$ cat src/design/lcdws_pkg.sv
// Package for the character LCD write sequencer.
// Request, phase and job types, command and register codes, row offsets.
// No dependencies.
`default_nettype none

package lcdws_pkg;

    // Request codes
    typedef enum logic [2:0] {
        CMD_WRITE_CMD  = 3'd0,
        CMD_WRITE_DATA = 3'd1,
        CMD_GOTO       = 3'd2,
        CMD_CLEAR      = 3'd3,
        CMD_INIT       = 3'd4
    } lcd_cmd_t;

    // Configuration register indexes
    localparam logic [1:0] REG_EIGHT_BIT_BUS   = 2'd0;
    localparam logic [1:0] REG_NIBBLE_ON_UPPER = 2'd1;
    localparam logic [1:0] REG_PHASE_HOLD_US   = 2'd2;

    localparam int CFG_ADDR_W = 2;
    localparam int CFG_DATA_W = 16;

    localparam logic [15:0] HOLD_RESET = 16'd1000;

    // LCD instruction bytes
    localparam logic [7:0] LCD_CLEAR       = 8'h01;
    localparam logic [7:0] LCD_FOUR_BIT    = 8'h02;
    localparam logic [7:0] LCD_TWO_LINE_4  = 8'h28;
    localparam logic [7:0] LCD_TWO_LINE_8  = 8'h38;
    localparam logic [7:0] LCD_CURSOR_ON   = 8'h0E;
    localparam logic [7:0] LCD_CURSOR_SET  = 8'h80;

    // Bus phases of one byte transfer; 8-bit mode stops after PH_E_LO
    localparam int PH_W = 3;
    localparam logic [PH_W-1:0] PH_SETUP   = 3'd0;
    localparam logic [PH_W-1:0] PH_E_HI    = 3'd1;
    localparam logic [PH_W-1:0] PH_HI_DATA = 3'd2;
    localparam logic [PH_W-1:0] PH_E_LO    = 3'd3;
    localparam logic [PH_W-1:0] PH_E_HI2   = 3'd4;
    localparam logic [PH_W-1:0] PH_LO_DATA = 3'd5;
    localparam logic [PH_W-1:0] PH_E_LO2   = 3'd6;

    // Job queue depth
    localparam int QDEPTH = 2;
    localparam int QPTR_W = (QDEPTH > 1) ? $clog2(QDEPTH) : 1;
    localparam int QCNT_W = $clog2(QDEPTH + 1);

    typedef struct packed {
        logic [2:0] cmd;
        logic [7:0] byte_value;
        logic [1:0] row;
        logic [3:0] column;
    } req_t;

    typedef struct packed {
        logic        reg_select;
        logic        read_write;
        logic        enable_pin;
        logic [7:0]  data_pins;
        logic [15:0] hold_us;
        logic        last;
    } phase_t;

    // One classified request: up to four instruction/data bytes
    typedef struct packed {
        logic            rs;
        logic [1:0]      last_idx;
        logic [3:0][7:0] bytes;
    } job_t;

    function automatic logic [7:0] row_offset(input logic [1:0] row);
        logic [7:0] ofs;
        case (row)
            2'd0:    ofs = 8'h00;
            2'd1:    ofs = 8'h40;
            2'd2:    ofs = 8'h10;
            default: ofs = 8'h50;
        endcase
        return ofs;
    endfunction

endpackage

`default_nettype wire

$ cat src/design/char_lcd_write_sequencer_core.sv
// Top level of the character LCD write sequencer: configuration registers,
// front end, job queue and bus sequencer. Depends on lcdws_pkg and submodules.
`default_nettype none

// Each accepted request (command byte, data byte, goto, clear or init) becomes
// a list of LCD bus phases delivered one at a time on the phase channel,
// with last set on the final one. The bus sequencer emits one phase per cycle
// while the phase sink is ready: a byte costs 7 phases in 4-bit mode and 4 in
// 8-bit mode, so a request has 4 to 28 phases (init in 4-bit mode is the
// longest). Requests are classified up front and held in a two-entry job
// queue, so new requests are taken while the sequencer is still busy. Write
// configuration only while the block is idle.

module char_lcd_write_sequencer_core
    import lcdws_pkg::*;
(
    input  wire logic                  clk,
    input  wire logic                  rst_n,
    input  wire logic                  req_valid,
    output logic                       req_ready,
    input  wire req_t                  req,
    output logic                       phase_valid,
    input  wire logic                  phase_ready,
    output phase_t                     phase,
    input  wire logic                  cfg_we,
    input  wire logic [CFG_ADDR_W-1:0] cfg_addr,
    input  wire logic [CFG_DATA_W-1:0] cfg_wdata
);

    logic        eight_bit_bus_reg;
    logic        nibble_on_upper_reg;
    logic [15:0] phase_hold_us_reg;

    logic push;
    job_t push_job;
    logic q_ready;
    logic q_valid;
    job_t head;
    logic pop;

    always_ff @(posedge clk or negedge rst_n)
    begin
        if (!rst_n)
        begin
            eight_bit_bus_reg   <= 1'b0;
            nibble_on_upper_reg <= 1'b1;
            phase_hold_us_reg   <= HOLD_RESET;
        end
        else if (cfg_we)
        begin
            case (cfg_addr)
                REG_EIGHT_BIT_BUS:   eight_bit_bus_reg   <= cfg_wdata[0];
                REG_NIBBLE_ON_UPPER: nibble_on_upper_reg <= cfg_wdata[0];
                REG_PHASE_HOLD_US:   phase_hold_us_reg   <= cfg_wdata[15:0];
                default:             phase_hold_us_reg   <= phase_hold_us_reg;
            endcase
        end
    end

    lcdws_front u_front (
        .req_valid     (req_valid),
        .req_ready     (req_ready),
        .req           (req),
        .eight_bit_bus (eight_bit_bus_reg),
        .push          (push),
        .push_job      (push_job),
        .q_ready       (q_ready)
    );

    lcdws_queue u_queue (
        .clk      (clk),
        .rst_n    (rst_n),
        .push     (push),
        .push_job (push_job),
        .q_ready  (q_ready),
        .q_valid  (q_valid),
        .head     (head),
        .pop      (pop)
    );

    lcdws_back u_back (
        .clk             (clk),
        .rst_n           (rst_n),
        .q_valid         (q_valid),
        .head            (head),
        .pop             (pop),
        .eight_bit_bus   (eight_bit_bus_reg),
        .nibble_on_upper (nibble_on_upper_reg),
        .phase_hold_us   (phase_hold_us_reg),
        .phase_valid     (phase_valid),
        .phase_ready     (phase_ready),
        .phase           (phase)
    );

endmodule

`default_nettype wire

$ cat src/design/lcdws_front.sv
// Front end: accepts requests and turns each into a job of bus bytes.
// Depends on lcdws_pkg.
`default_nettype none

module lcdws_front
    import lcdws_pkg::*;
(
    input  wire logic req_valid,
    output logic      req_ready,
    input  wire req_t req,
    input  wire logic eight_bit_bus,
    output logic      push,
    output job_t      push_job,
    input  wire logic q_ready
);

    logic known;

    assign req_ready = q_ready;

    always_comb
    begin
        push_job          = '0;
        push_job.rs       = 1'b0;
        push_job.last_idx = 2'd0;
        known             = 1'b1;
        case (req.cmd)
            CMD_WRITE_CMD:
            begin
                push_job.bytes[0] = req.byte_value;
            end
            CMD_WRITE_DATA:
            begin
                push_job.rs       = 1'b1;
                push_job.bytes[0] = req.byte_value;
            end
            CMD_GOTO:
            begin
                push_job.bytes[0] = (row_offset(req.row) + {4'd0, req.column})
                                    | LCD_CURSOR_SET;
            end
            CMD_CLEAR:
            begin
                push_job.bytes[0] = LCD_CLEAR;
            end
            CMD_INIT:
            begin
                if (eight_bit_bus)
                begin
                    push_job.last_idx = 2'd2;
                    push_job.bytes[0] = LCD_TWO_LINE_8;
                    push_job.bytes[1] = LCD_CURSOR_ON;
                    push_job.bytes[2] = LCD_CLEAR;
                end
                else
                begin
                    push_job.last_idx = 2'd3;
                    push_job.bytes[0] = LCD_FOUR_BIT;
                    push_job.bytes[1] = LCD_TWO_LINE_4;
                    push_job.bytes[2] = LCD_CURSOR_ON;
                    push_job.bytes[3] = LCD_CLEAR;
                end
            end
            default:
            begin
                // drop unknown codes
                known = 1'b0;
            end
        endcase
    end

    assign push = req_valid && q_ready && known;

endmodule

`default_nettype wire

$ cat src/design/lcdws_queue.sv
// Short job queue between the front end and the bus sequencer.
// Depends on lcdws_pkg.
`default_nettype none

module lcdws_queue
    import lcdws_pkg::*;
(
    input  wire logic clk,
    input  wire logic rst_n,
    input  wire logic push,
    input  wire job_t push_job,
    output logic      q_ready,
    output logic      q_valid,
    output job_t      head,
    input  wire logic pop
);

    job_t              mem_reg [QDEPTH];
    logic [QPTR_W-1:0] wr_ptr_reg;
    logic [QPTR_W-1:0] rd_ptr_reg;
    logic [QCNT_W-1:0] count_reg;

    localparam logic [QPTR_W-1:0] PTR_MAX = QPTR_W'(QDEPTH - 1);
    localparam logic [QCNT_W-1:0] CNT_FULL = QCNT_W'(QDEPTH);

    assign q_ready = (count_reg != CNT_FULL);
    assign q_valid = (count_reg != '0);
    assign head    = mem_reg[rd_ptr_reg];

    always_ff @(posedge clk)
    begin
        if (push)
        begin
            mem_reg[wr_ptr_reg] <= push_job;
        end
    end

    always_ff @(posedge clk or negedge rst_n)
    begin
        if (!rst_n)
        begin
            wr_ptr_reg <= '0;
            rd_ptr_reg <= '0;
            count_reg  <= '0;
        end
        else
        begin
            if (push)
            begin
                wr_ptr_reg <= (wr_ptr_reg == PTR_MAX) ? '0 : wr_ptr_reg + 1'b1;
            end
            if (pop)
            begin
                rd_ptr_reg <= (rd_ptr_reg == PTR_MAX) ? '0 : rd_ptr_reg + 1'b1;
            end
            if (push && !pop)
            begin
                count_reg <= count_reg + 1'b1;
            end
            else if (pop && !push)
            begin
                count_reg <= count_reg - 1'b1;
            end
        end
    end

    a_no_pop_empty: assert property (@(posedge clk) disable iff (!rst_n)
        pop |-> q_valid)
        else $error("queue popped while empty");

    a_count_bound: assert property (@(posedge clk) disable iff (!rst_n)
        count_reg <= CNT_FULL)
        else $error("queue count beyond depth");

endmodule

`default_nettype wire

$ cat src/design/lcdws_back.sv
// Bus sequencer: walks each job byte by byte, one bus phase per cycle unless
// the phase output stalls, into a registered phase output. Depends on lcdws_pkg.
`default_nettype none

module lcdws_back
    import lcdws_pkg::*;
(
    input  wire logic        clk,
    input  wire logic        rst_n,
    input  wire logic        q_valid,
    input  wire job_t        head,
    output logic             pop,
    input  wire logic        eight_bit_bus,
    input  wire logic        nibble_on_upper,
    input  wire logic [15:0] phase_hold_us,
    output logic             phase_valid,
    input  wire logic        phase_ready,
    output phase_t           phase
);

    logic [PH_W-1:0] ph_reg, ph_next;
    logic [1:0]      byte_idx_reg, byte_idx_next;
    logic [7:0]      port_reg, port_next;
    logic            sel_reg, sel_next;
    logic            strb_reg, strb_next;
    logic            out_valid_reg;
    phase_t          out_reg;

    logic [7:0] cur_byte;
    logic [3:0] nib;
    logic [7:0] nib_port;
    logic       byte_done;
    logic       job_done;
    logic       step;

    assign cur_byte  = head.bytes[byte_idx_reg];
    assign nib       = (ph_reg == PH_HI_DATA) ? cur_byte[7:4] : cur_byte[3:0];
    assign nib_port  = nibble_on_upper ? {nib, port_reg[3:0]} : {port_reg[7:4], nib};
    assign byte_done = eight_bit_bus ? (ph_reg == PH_E_LO) : (ph_reg == PH_E_LO2);
    assign job_done  = byte_done && (byte_idx_reg == head.last_idx);
    assign step      = q_valid && (!out_valid_reg || phase_ready);
    assign pop       = step && job_done;

    always_comb
    begin
        sel_next  = sel_reg;
        strb_next = strb_reg;
        port_next = port_reg;
        case (ph_reg)
            PH_SETUP:   sel_next  = head.rs;
            PH_E_HI:    strb_next = 1'b1;
            PH_HI_DATA: port_next = eight_bit_bus ? cur_byte : nib_port;
            PH_E_LO:    strb_next = 1'b0;
            PH_E_HI2:   strb_next = 1'b1;
            PH_LO_DATA: port_next = nib_port;
            PH_E_LO2:   strb_next = 1'b0;
            default:    strb_next = strb_reg;
        endcase
        ph_next       = byte_done ? PH_SETUP : ph_reg + 1'b1;
        byte_idx_next = job_done ? 2'd0 : (byte_done ? byte_idx_reg + 1'b1 : byte_idx_reg);
    end

    always_ff @(posedge clk or negedge rst_n)
    begin
        if (!rst_n)
        begin
            ph_reg        <= PH_SETUP;
            byte_idx_reg  <= 2'd0;
            port_reg      <= 8'd0;
            sel_reg       <= 1'b0;
            strb_reg      <= 1'b0;
            out_valid_reg <= 1'b0;
        end
        else
        begin
            if (step)
            begin
                ph_reg        <= ph_next;
                byte_idx_reg  <= byte_idx_next;
                port_reg      <= port_next;
                sel_reg       <= sel_next;
                strb_reg      <= strb_next;
                out_valid_reg <= 1'b1;
            end
            else if (phase_ready)
            begin
                out_valid_reg <= 1'b0;
            end
        end
    end

    always_ff @(posedge clk)
    begin
        if (step)
        begin
            out_reg.reg_select <= sel_next;
            out_reg.read_write <= 1'b0;
            out_reg.enable_pin <= strb_next;
            out_reg.data_pins  <= port_next;
            out_reg.hold_us    <= phase_hold_us;
            out_reg.last       <= job_done;
        end
    end

    assign phase_valid = out_valid_reg;
    assign phase       = out_reg;

    a_strobe_low_after_job: assert property (@(posedge clk) disable iff (!rst_n)
        pop |=> !strb_reg)
        else $error("E left high at end of request");

    a_port_only_on_data: assert property (@(posedge clk) disable iff (!rst_n)
        (step && ph_reg != PH_HI_DATA && ph_reg != PH_LO_DATA) |=> $stable(port_reg))
        else $error("data port changed outside a data phase");

    a_job_starts_clean: assert property (@(posedge clk) disable iff (!rst_n)
        pop |=> (ph_reg == PH_SETUP && byte_idx_reg == 2'd0))
        else $error("sequencer not rewound after request");

endmodule

`default_nettype wire
$ cat config.mk
export PLATFORM = sky130hd
export DESIGN_NAME = char_lcd_write_sequencer_core
export DESIGN_NICKNAME = d
export VERILOG_FILES = /design/src/design/lcdws_pkg.sv /design/src/design/char_lcd_write_sequencer_core.sv /design/src/design/lcdws_front.sv /design/src/design/lcdws_queue.sv /design/src/design/lcdws_back.sv
export SDC_FILE = /design/constraint.sdc
export NUM_CORES = 1
export LEC_CHECK = 0
export BUFFER_PORTS_ARGS = -buffer_cell sky130_fd_sc_hd__buf_4
export CORE_ASPECT_RATIO = 0.8
export CORE_MARGIN = 5
export CORE_UTILIZATION = 45
export CTS_CLUSTER_DIAMETER = 40
export DETAILED_ROUTE_END_ITERATION = 8
export GPL_ROUTABILITY_DRIVEN = 0
export PLACE_DENSITY = 0.6
export SYNTH_ARGS = -nofsm -noshare
export SYNTH_HDL_FRONTEND = slang
export SYNTH_HIERARCHICAL = 1
export SYNTH_SLANG_ARGS = --single-unit
$ cat constraint.sdc
create_clock -name clk -period 3.44 [get_ports clk]
set_input_delay 0.516 -clock clk [delete_from_list [all_inputs] [get_ports clk]]
set_output_delay 0.516 -clock clk [all_outputs]
set_load 0.01 [all_outputs]
Yosys cells after proc, flatten, opt, wreduce, memory -nomap -nowiden

Memory sizes are Yosys's and may differ from the RTL's.
Cells that the tools add are included.

Register bits: 65
Bits in writable memories: 70
Input bits: 40
Word-level logic and storage cells: 98
Memories kept: 1

Memory list:

| name            | words | bits a word | read ports | clocked after memory_dff | write ports | RTL line          | source |
|---|---|---|---|---|---|---|---|
| u_queue.mem_reg | 2     | 35          | 1          | 0                        | 1           | lcdws_queue.sv:18 | `job_t mem_reg [QDEPTH];` |

Add/sub/neg operators: 7
$lt $le $gt $ge: 1
Eq/ne operators: 16
Muxes and demuxes: 29
Reduce and logical (&&, ||, !) cells: 27

Operator list:

| cell                | count |
|---|---|
| $pmux 8 s4          | 1 |
| $mux 26             | 1 |
| $mux 8              | 3 |
| $pmux 7 s3          | 1 |
| $mux 20             | 1 |
| $bmux 8 s2          | 1 |
| $pmux 8 s2          | 1 |
| $eq 3x2->1 const B  | 4 |
| $eq 3x3->1 const B  | 4 |
| $mux 1              | 12 |
| $mux 2              | 4 |
| $reduce_and 2->1    | 4 |
| $reduce_bool 2->1   | 4 |
| $add 7x4->7         | 1 |
| $logic_and 1x1->1   | 7 |
| $mux 7              | 1 |
| $eq 3x1->1 const B  | 2 |
| $logic_not 3->1     | 2 |
| $reduce_or 2->1     | 3 |
| $reduce_or 5->1     | 1 |
| $add 2x1->2 const B | 2 |
| $eq 2x1->1 const B  | 2 |
| $eq 2x2->1 const B  | 2 |
| $logic_not 2->1     | 2 |
| 11 further kinds    | 14 |

Logic depth before layout (Yosys ltp)

Gate-level depths: netlist of the first run.

Depth after elaboration: 8
Mapped depth: 12

Modules after synthesis

The synthesis of the first run kept the hierarchy.

Modules (own cells, without submodules):

| module                        | times used | cells each | area an instance (um^2) |
|---|---|---|---|
| lcdws_queue                   | 1          | 125        | 2865.2 |
| lcdws_back                    | 1          | 188        | 2199.6 |
| char_lcd_write_sequencer_core | 1          | 40         | 745.7 |
| lcdws_front                   | 1          | 60         | 441.7 |

Worst setup path after synthesis of the first run

No wires, ideal clock.

Path type: in2reg
From: in req[14] (netlist bit)
To: mem u_queue/mem_reg[0][0] (netlist bit), enable pin
Library setup time: 0.431 ns
Arrival: 2.605 ns
Setup slack: 0.403 ns
Cell stages on the path: 4
Path buffers: 1
Cell sequence: buf_2 -> o21ai_1 -> and3_1 -> nor2b_1

Cells in the longest elaborated chain, start to end: 6
Elaborated cells between the ends (all ways): 10
Those cells by class: eq/ne: 4; mux: 3; reduce/logical: 3

RTL lines:

| item                               | RTL line                            | source |
|---|---|---|
| from (decl)                        | char_lcd_write_sequencer_core.sv:21 | `input wire req_t req,` |
| $eq 3x2->1 (tied with other cells) | lcdws_front.sv:27                   | `case (req.cmd)` |
| $reduce_or 5->1 (no line) (*)      | n/a                                 |  |
| $mux 1 (*)                         | lcdws_front.sv:27                   |  |
| $logic_and 1x1->1 (*)              | lcdws_front.sv:72                   | `assign push = req_valid && q_ready && known;` |
| via push                           | char_lcd_write_sequencer_core.sv:34 | `logic push;` |
| $mux 1 (*)                         | lcdws_queue.sv:32                   | `if (push)` |
| $mux 1 (not written as such) (*)   | lcdws_queue.sv:34                   | `mem_reg[wr_ptr_reg] <= push_job;` |
| to (decl)                          | lcdws_queue.sv:18                   |  |

Mark *: on every way through the listed nets, which the timed path passes. The rest lies on a longest branch.

==> results.yml, run 1 <==
logic_synthesis:
  async_flop_share_pct: 28.1
  post-synth-top-area-cell: "sky130_fd_sc_hd__edfxtp_1"
  number_of_synthesized_flops_with_an_enable_pin: 97
  synth.yosys.seq_area_share_pct: 61.9
  avgSynthCellArea_um2: 15.1
  syn_area_mm2: 0.00625
  synth.distinct_cells: 50
  primary_flip_flop_cell_chosen_by_synthesis_mapping: "sky130_fd_sc_hd__edfxtp_1"
  synth.ff_latch_count: 135
  yosysWarningCount: 6
  netlist_top_cells_area: "sky130_fd_sc_hd__edfxtp_1 47%, sky130_fd_sc_hd__dfrtp_1 12%, sky130_fd_sc_hd__mux2_4 9.4%, sky130_fd_sc_hd__buf_4 3.1%, sky130_fd_sc_hd__mux2_2 3.1%"
  synth_top_cell_area_share_pct: 46.6
  syn_inst: 413
sta:
  timing.slew.headroom_pct: 41.4
  layout_min_cycle_time_ps: 2360
  setup-violations-final: 0
  share_of_the_cycle_needed_by_the_critical_path_after_routing_pct: 68.7
  final_critical_path_setup_slack_ps: 1080
  final.hold.worst_slack_ps: 68.8
  report.final.hold_viol_count: 0
  finalClockSkew_ps: 9.21
  final-max-slew-violation-count: 0
  max_clock_freq_mhz: 423
  timing.setup.tns_ps: 0
  rsz0062_at_grt: "false"
  worst-slew-pin-transition_ps: 878
clocking:
  clock_latency_ps: 410
  clock_tree.root_cell: "sky130_fd_sc_hd__clkbuf_16"
  htree_num_levels: 4
  cts_resized: 0
  clkSinkCount: 135
  cts_setup_buffers: 0
  tritoncts: "built"
  numCtsBuffers: 17
  clk_transition_reported_paths_ps: 60
  cts_buffer_depth: 2
  hold_buffers: 0
die:
  die-area_mm2: 0.0164
  floorplan.rows: 38
  floorplan.initialDensity_pct: 46.0
  floorplan.die.width_um: 142
  ioPinCount: 70
  floorplan.die.height_um: 115
  core_region_area_mm2: 0.0136
global_route:
  globalRoute.totalOverflow: 0
  antenna_found_initial: 0
  pin_count_of_the_biggest_net_entering_global_routing: 39
  vias_in_the_first_global_route: 3540
  grt_usage_pct: 15.0
  grt_first_pass_wirelength_mm: 18.7
setup_path:
  gate_family_responsible_for_the_most_delay_along_the_worst_path: "multiplexers"
  critPathMaxStageDelay_ps: 500
  path_cells: "buf_12 -> mux2_4 -> mux4_2 -> and2_1 -> nor3_1 -> o21ai_0"
  critPathCaptureType: "flop"
  setup.worst_path.start_class: "flop"
  worst_path_max_fanout: 30
  path_buf_inv: 1
  critPathRequiredTime_ps: 3580
  slowest_stage: "sky130_fd_sc_hd__mux4_2"
  critPathKind: "reg -> reg"
  arrival_time_of_data_at_the_critical_path_endpoint_ps: 2500
hold_path:
  hold_path.class: "in -> async"
finish:
  antenna-diode-count: 0
  finalNonFillerCells: 669
  total_nets_final: 522
  mostFrequentLayoutCell: "sky130_fd_sc_hd__edfxtp_1"
  largest_register_ffs: 70
  synthToLayoutAreaGrowth_pct: 17.9
  mostFrequentLayoutCells: "97 x sky130_fd_sc_hd__edfxtp_1, 72 x sky130_fd_sc_hd__buf_4, 39 x sky130_fd_sc_hd__mux2_4"
  postLayoutCellArea_mm2: 0.00737
  layout.core_utilization_pct: 54.2
  layout-drive-gt1-share_pct: 38.0
pwr:
  leakagePower_nw: 2.92
  max-vdd-ir-drop_v: 0.000410
  power_mw: 6.13
  power_density_mw_per_mm2: 832
placement:
  detailed_place_hpwl_mm: 7.87
  detailedPlace.worstSlack_ps: 1090
  dpl.cell_count: 637
  buffer_ports.inserted: 68
  postPlaceCellArea_mm2: 0.00675
drt:
  drcViolationCount: 0
  detailedRoute.firstIterationViolations: 212
  route.detailed.vias_per_inst: 5.19
  drt_pass1_iterations: 4
  total_number_of_vias: 3473
  routed_wire_length_per_instance_um: 17.4
  totalWireLength_mm: 11.6
  antenna_violating_nets_post_route: 0
job:
  max_cap_viol_count: 0
run_status:
  status: "completed"
-- routing by layer --
layer | vias to the layer above | wire length [µm] | GRT usage (%)
li1 | 1630 | - | -
met2 | 92 | 5450 | 22.7
met1 | 1742 | 5440 | 21.3
met4 | 0 | 109 | 4.09
met5 | - | 0 | 0
met3 | 9 | 631 | 4.41
-- layout make-up --
class                      count  area, µm²
tap                          180        225
fill                        1147       6230
clock inverter                12        149
timing repair buffer          73        561
sequential                   135       3870
inverter                      14       52.6
multi-input combinational    235       2040
clock buffer                  20        468
-- Yosys cell counts (all sizes together), types with 6 or more instances --
| cell | number |
|---|---|
| edfxtp | 97 |
| mux2 | 56 |
| buf | 37 |
| dfrtp | 31 |
| o21ai | 30 |
| inv | 14 |
| nand2 | 12 |
| nand2b | 10 |
| nor2 | 10 |
| a21oi | 9 |
| a22oi | 8 |
| mux2i | 8 |
| nor3 | 8 |
| o221ai | 8 |
| and2 | 7 |
| dfstp | 7 |
| clkbuf | 6 |
| ha | 6 |
| nand3b | 6 |
-- kinds of logic after synthesis --
logic type,share of synthesized area [%]
buffers and inverters,6.32
AO/OA/AOI/OAI,7.36
XOR/XNOR,0.981
multiplexers,15.1
flip-flops,61.9
other,0.120
adder cells (fa/ha/maj),1.20
AND/OR/NAND/NOR,6.92
-- report_power, final --
group | leakage [nW] | switching [mW] | internal [mW]
Clock | 0.295 | 0.660 | 1.20
Sequential | 1.36 | 0.249 | 2.25
Combinational | 1.26 | 0.914 | 0.855
-- worst paths after layout --
path	from	end	slack [ps]	cells after the start
worst min register to register	phase_hold_us_reg[13]$_DFFE_PN0P_	u_back/phase[14]$_DFFE_PP_	440	0
min in group clk	cfg_wdata[1]	phase_hold_us_reg[1]$_DFFE_PN0P_	330	2
worst max-delay path	u_queue/rd_ptr_reg$_DFFE_PN0P_	u_back/phase[17]$_DFFE_PP_	1080	6
worst max register to register	u_queue/rd_ptr_reg$_DFFE_PN0P_	u_back/phase[17]$_DFFE_PP_	1080	6
worst min-delay path	rst_n	phase_hold_us_reg[4]$_DFFE_PN0P_	70	1
max in group asynchronous	rst_n	u_queue/rd_ptr_reg$_DFFE_PN0P_	2990	1
-- worst register-to-register path, cell delays in order, from the launching register on --
cell                      delay, ps
sky130_fd_sc_hd__dfrtp_2        490
sky130_fd_sc_hd__buf_12         270
sky130_fd_sc_hd__mux2_4         350
sky130_fd_sc_hd__mux4_2         500
sky130_fd_sc_hd__and2_1         210
sky130_fd_sc_hd__nor3_1         140
sky130_fd_sc_hd__o21ai_0        130
(Power assumes the default switching activity.)
==> run 2: changes to the inputs <==
- clock period: 3.44 -> 2.2 ns (I/O delays scaled with it)
==> results.yml, run 2 (synthesis results as in run 1) <==
run_status:
  status: "completed"
die:
  die-area_mm2: 0.0164
  floorplan.die.width_um: 142
  floorplan.die.height_um: 115
  ioPinCount: 70
  core_region_area_mm2: 0.0136
  floorplan.rows: 38
  floorplan.initialDensity_pct: 46.0
setup_path:
  worst_r2r_startpoint: "u_queue/rd_ptr_reg$_DFFE_PN0P_"
  critPathCaptureType: "flop"
  setup.worst_path.start_class: "flop"
  ff_to_ff_end: "u_back/phase[24]$_DFFE_PP_"
  critPathKind: "reg -> reg"
  arrival_time_of_data_at_the_critical_path_endpoint_ps: 2290
  critPathRequiredTime_ps: 2360
  worst_path_max_fanout: 12
  depth_of_the_most_critical_reg_to_reg_path: 6
  regToRegSetupSlack_ps: 70
placement:
  detailedPlace.worstSlack_ps: 79.9
  buffer_ports.inserted: 68
  detailed_place_hpwl_mm: 7.94
  dpl.cell_count: 644
  postPlaceCellArea_mm2: 0.00685
sta:
  timing.setup.tns_ps: 0
  final-max-slew-violation-count: 0
  finalClockSkew_ps: 10.9
  report.final.hold_viol_count: 0
  timing.slew.headroom_pct: 56.7
  share_of_the_cycle_needed_by_the_critical_path_after_routing_pct: 96.8
  final.hold.worst_slack_ps: 136
  setup-violations-final: 0
  worst-slew-pin-transition_ps: 639
  final_critical_path_setup_slack_ps: 70.4
  max_clock_freq_mhz: 470
  layout_min_cycle_time_ps: 2130
  rsz0062_at_grt: "true"
clocking:
  cts_buffer_depth: 2
  clk_transition_reported_paths_ps: 60
  numCtsBuffers: 17
  htree_num_levels: 4
  cts_setup_buffers: 0
  clock_tree.root_cell: "sky130_fd_sc_hd__clkbuf_16"
  clkSinkCount: 135
  tritoncts: "built"
  clock_latency_ps: 420
finish:
  total_nets_final: 530
  layout-drive-gt1-share_pct: 39.6
  mostFrequentLayoutCells: "97 x sky130_fd_sc_hd__edfxtp_1, 75 x sky130_fd_sc_hd__buf_4, 39 x sky130_fd_sc_hd__mux2_4"
  finalNonFillerCells: 677
  mostFrequentLayoutCell: "sky130_fd_sc_hd__edfxtp_1"
  largest_register_ffs: 70
  antenna-diode-count: 0
  postLayoutCellArea_mm2: 0.00747
  layout.core_utilization_pct: 55.0
  synthToLayoutAreaGrowth_pct: 19.5
drt:
  antenna_violating_nets_post_route: 0
  totalWireLength_mm: 11.8
  detailedRoute.firstIterationViolations: 252
  total_number_of_vias: 3486
  drcViolationCount: 0
  drt_pass1_iterations: 4
  routed_wire_length_per_instance_um: 17.4
  route.detailed.vias_per_inst: 5.15
pwr:
  power.share.switching_pct: 30.1
  leakagePower_nw: 2.97
  power_density_mw_per_mm2: 1280
  sequentialPowerShare_pct: 40.3
  switchingPower_mw: 2.88
  power.share.combinational_pct: 31.6
  power_mw: 9.59
  internal_power_mw: 6.70
  max-vdd-ir-drop_v: 0.000714
  clock_power_share_pct: 28.2
hold_path:
  hold_path.class: "in -> reg"
  min-delay-start: "cfg_wdata[8]"
  hold_path_depth: 2
  hold_path_end: "phase_hold_us_reg[8]$_DFFE_PN1P_"
global_route:
  grt_first_pass_wirelength_mm: 18.9
  antenna_found_initial: 0
  grt_usage_pct: 15.3
  globalRoute.totalOverflow: 0
  vias_in_the_first_global_route: 3657
  pin_count_of_the_biggest_net_entering_global_routing: 39
job:
  max_cap_viol_count: 0
run 2: critical path, stage by stage, from the launching register on:
cell	delay [ps]
sky130_fd_sc_hd__dfrtp_2	400
sky130_fd_sc_hd__buf_12	170
sky130_fd_sc_hd__mux2_2	350
sky130_fd_sc_hd__mux4_2	490
sky130_fd_sc_hd__and2_1	200
sky130_fd_sc_hd__nor3_1	160
sky130_fd_sc_hd__o21ai_0	110
run 2: per-layer routing:
metal / GRT usage (%) / up-vias / share of wire, %
met3: 3.80 / 14 / 5.6
met4: 7.35 / 0 / 2.0
met1: 20.9 / 1716 / 45
met2: 23.1 / 104 / 47
li1: - / 1652 / -
met5: 0 / - / 0
run 2: area by class of cell:
class / count / area [µm²]
timing repair buffer: 81 / 673
clock inverter: 8 / 68.8
fill: 1149 / 6120
multi-input combinational: 235 / 2080
clock buffer: 24 / 503
inverter: 14 / 52.6
tap: 180 / 225
sequential: 135 / 3870
run 2: repair_timing:
item                                    4_1_cts  5_1_grt
gates resized for setup                       0        8
hold buffers                                  1        0
hold endpoints to repair                     31        0
endpoints found under the setup margin        0        5
run 2: how the worst max path moves through the flow:
stage | depth (start not counted) | to | startpoint | slack, ps
2_1_floorplan | 4 | u_queue/mem_reg[0][0]$_DFFE_PP_ | req[14] | 3
3_3_place_gp | 6 | u_back/phase[22]$_DFFE_PP_ | u_queue/rd_ptr_reg$_DFFE_PN0P_ | 110
3_5_place_dp | 7 | u_back/phase[21]$_DFFE_PP_ | u_queue/rd_ptr_reg$_DFFE_PN0P_ | 80
4_1_cts | 7 | u_back/phase[21]$_DFFE_PP_ | u_queue/rd_ptr_reg$_DFFE_PN0P_ | 60
5_1_grt | 7 | u_back/port_reg[2]$_DFFE_PN0P_ | u_back/ph_reg[0]$_DFFE_PN0P_ | -20
6_report | 6 | u_back/phase[24]$_DFFE_PP_ | u_queue/rd_ptr_reg$_DFFE_PN0P_ | 70
run 2: power by group through the flow:
| stage | Combinational [mW] | Clock (mW) | Sequential (mW) |
|---|---|---|---|
| 6_report | 3.03 | 2.70 | 3.86 |
| 4_1_cts | 3.00 | 2.76 | 3.86 |
| 2_1_floorplan | 2.06 | 0 | 3.88 |
| 3_3_place_gp | 2.91 | 0 | 3.89 |
| 3_5_place_dp | 2.97 | 0 | 3.91 |
| 5_1_grt | 3.29 | 2.89 | 3.93 |
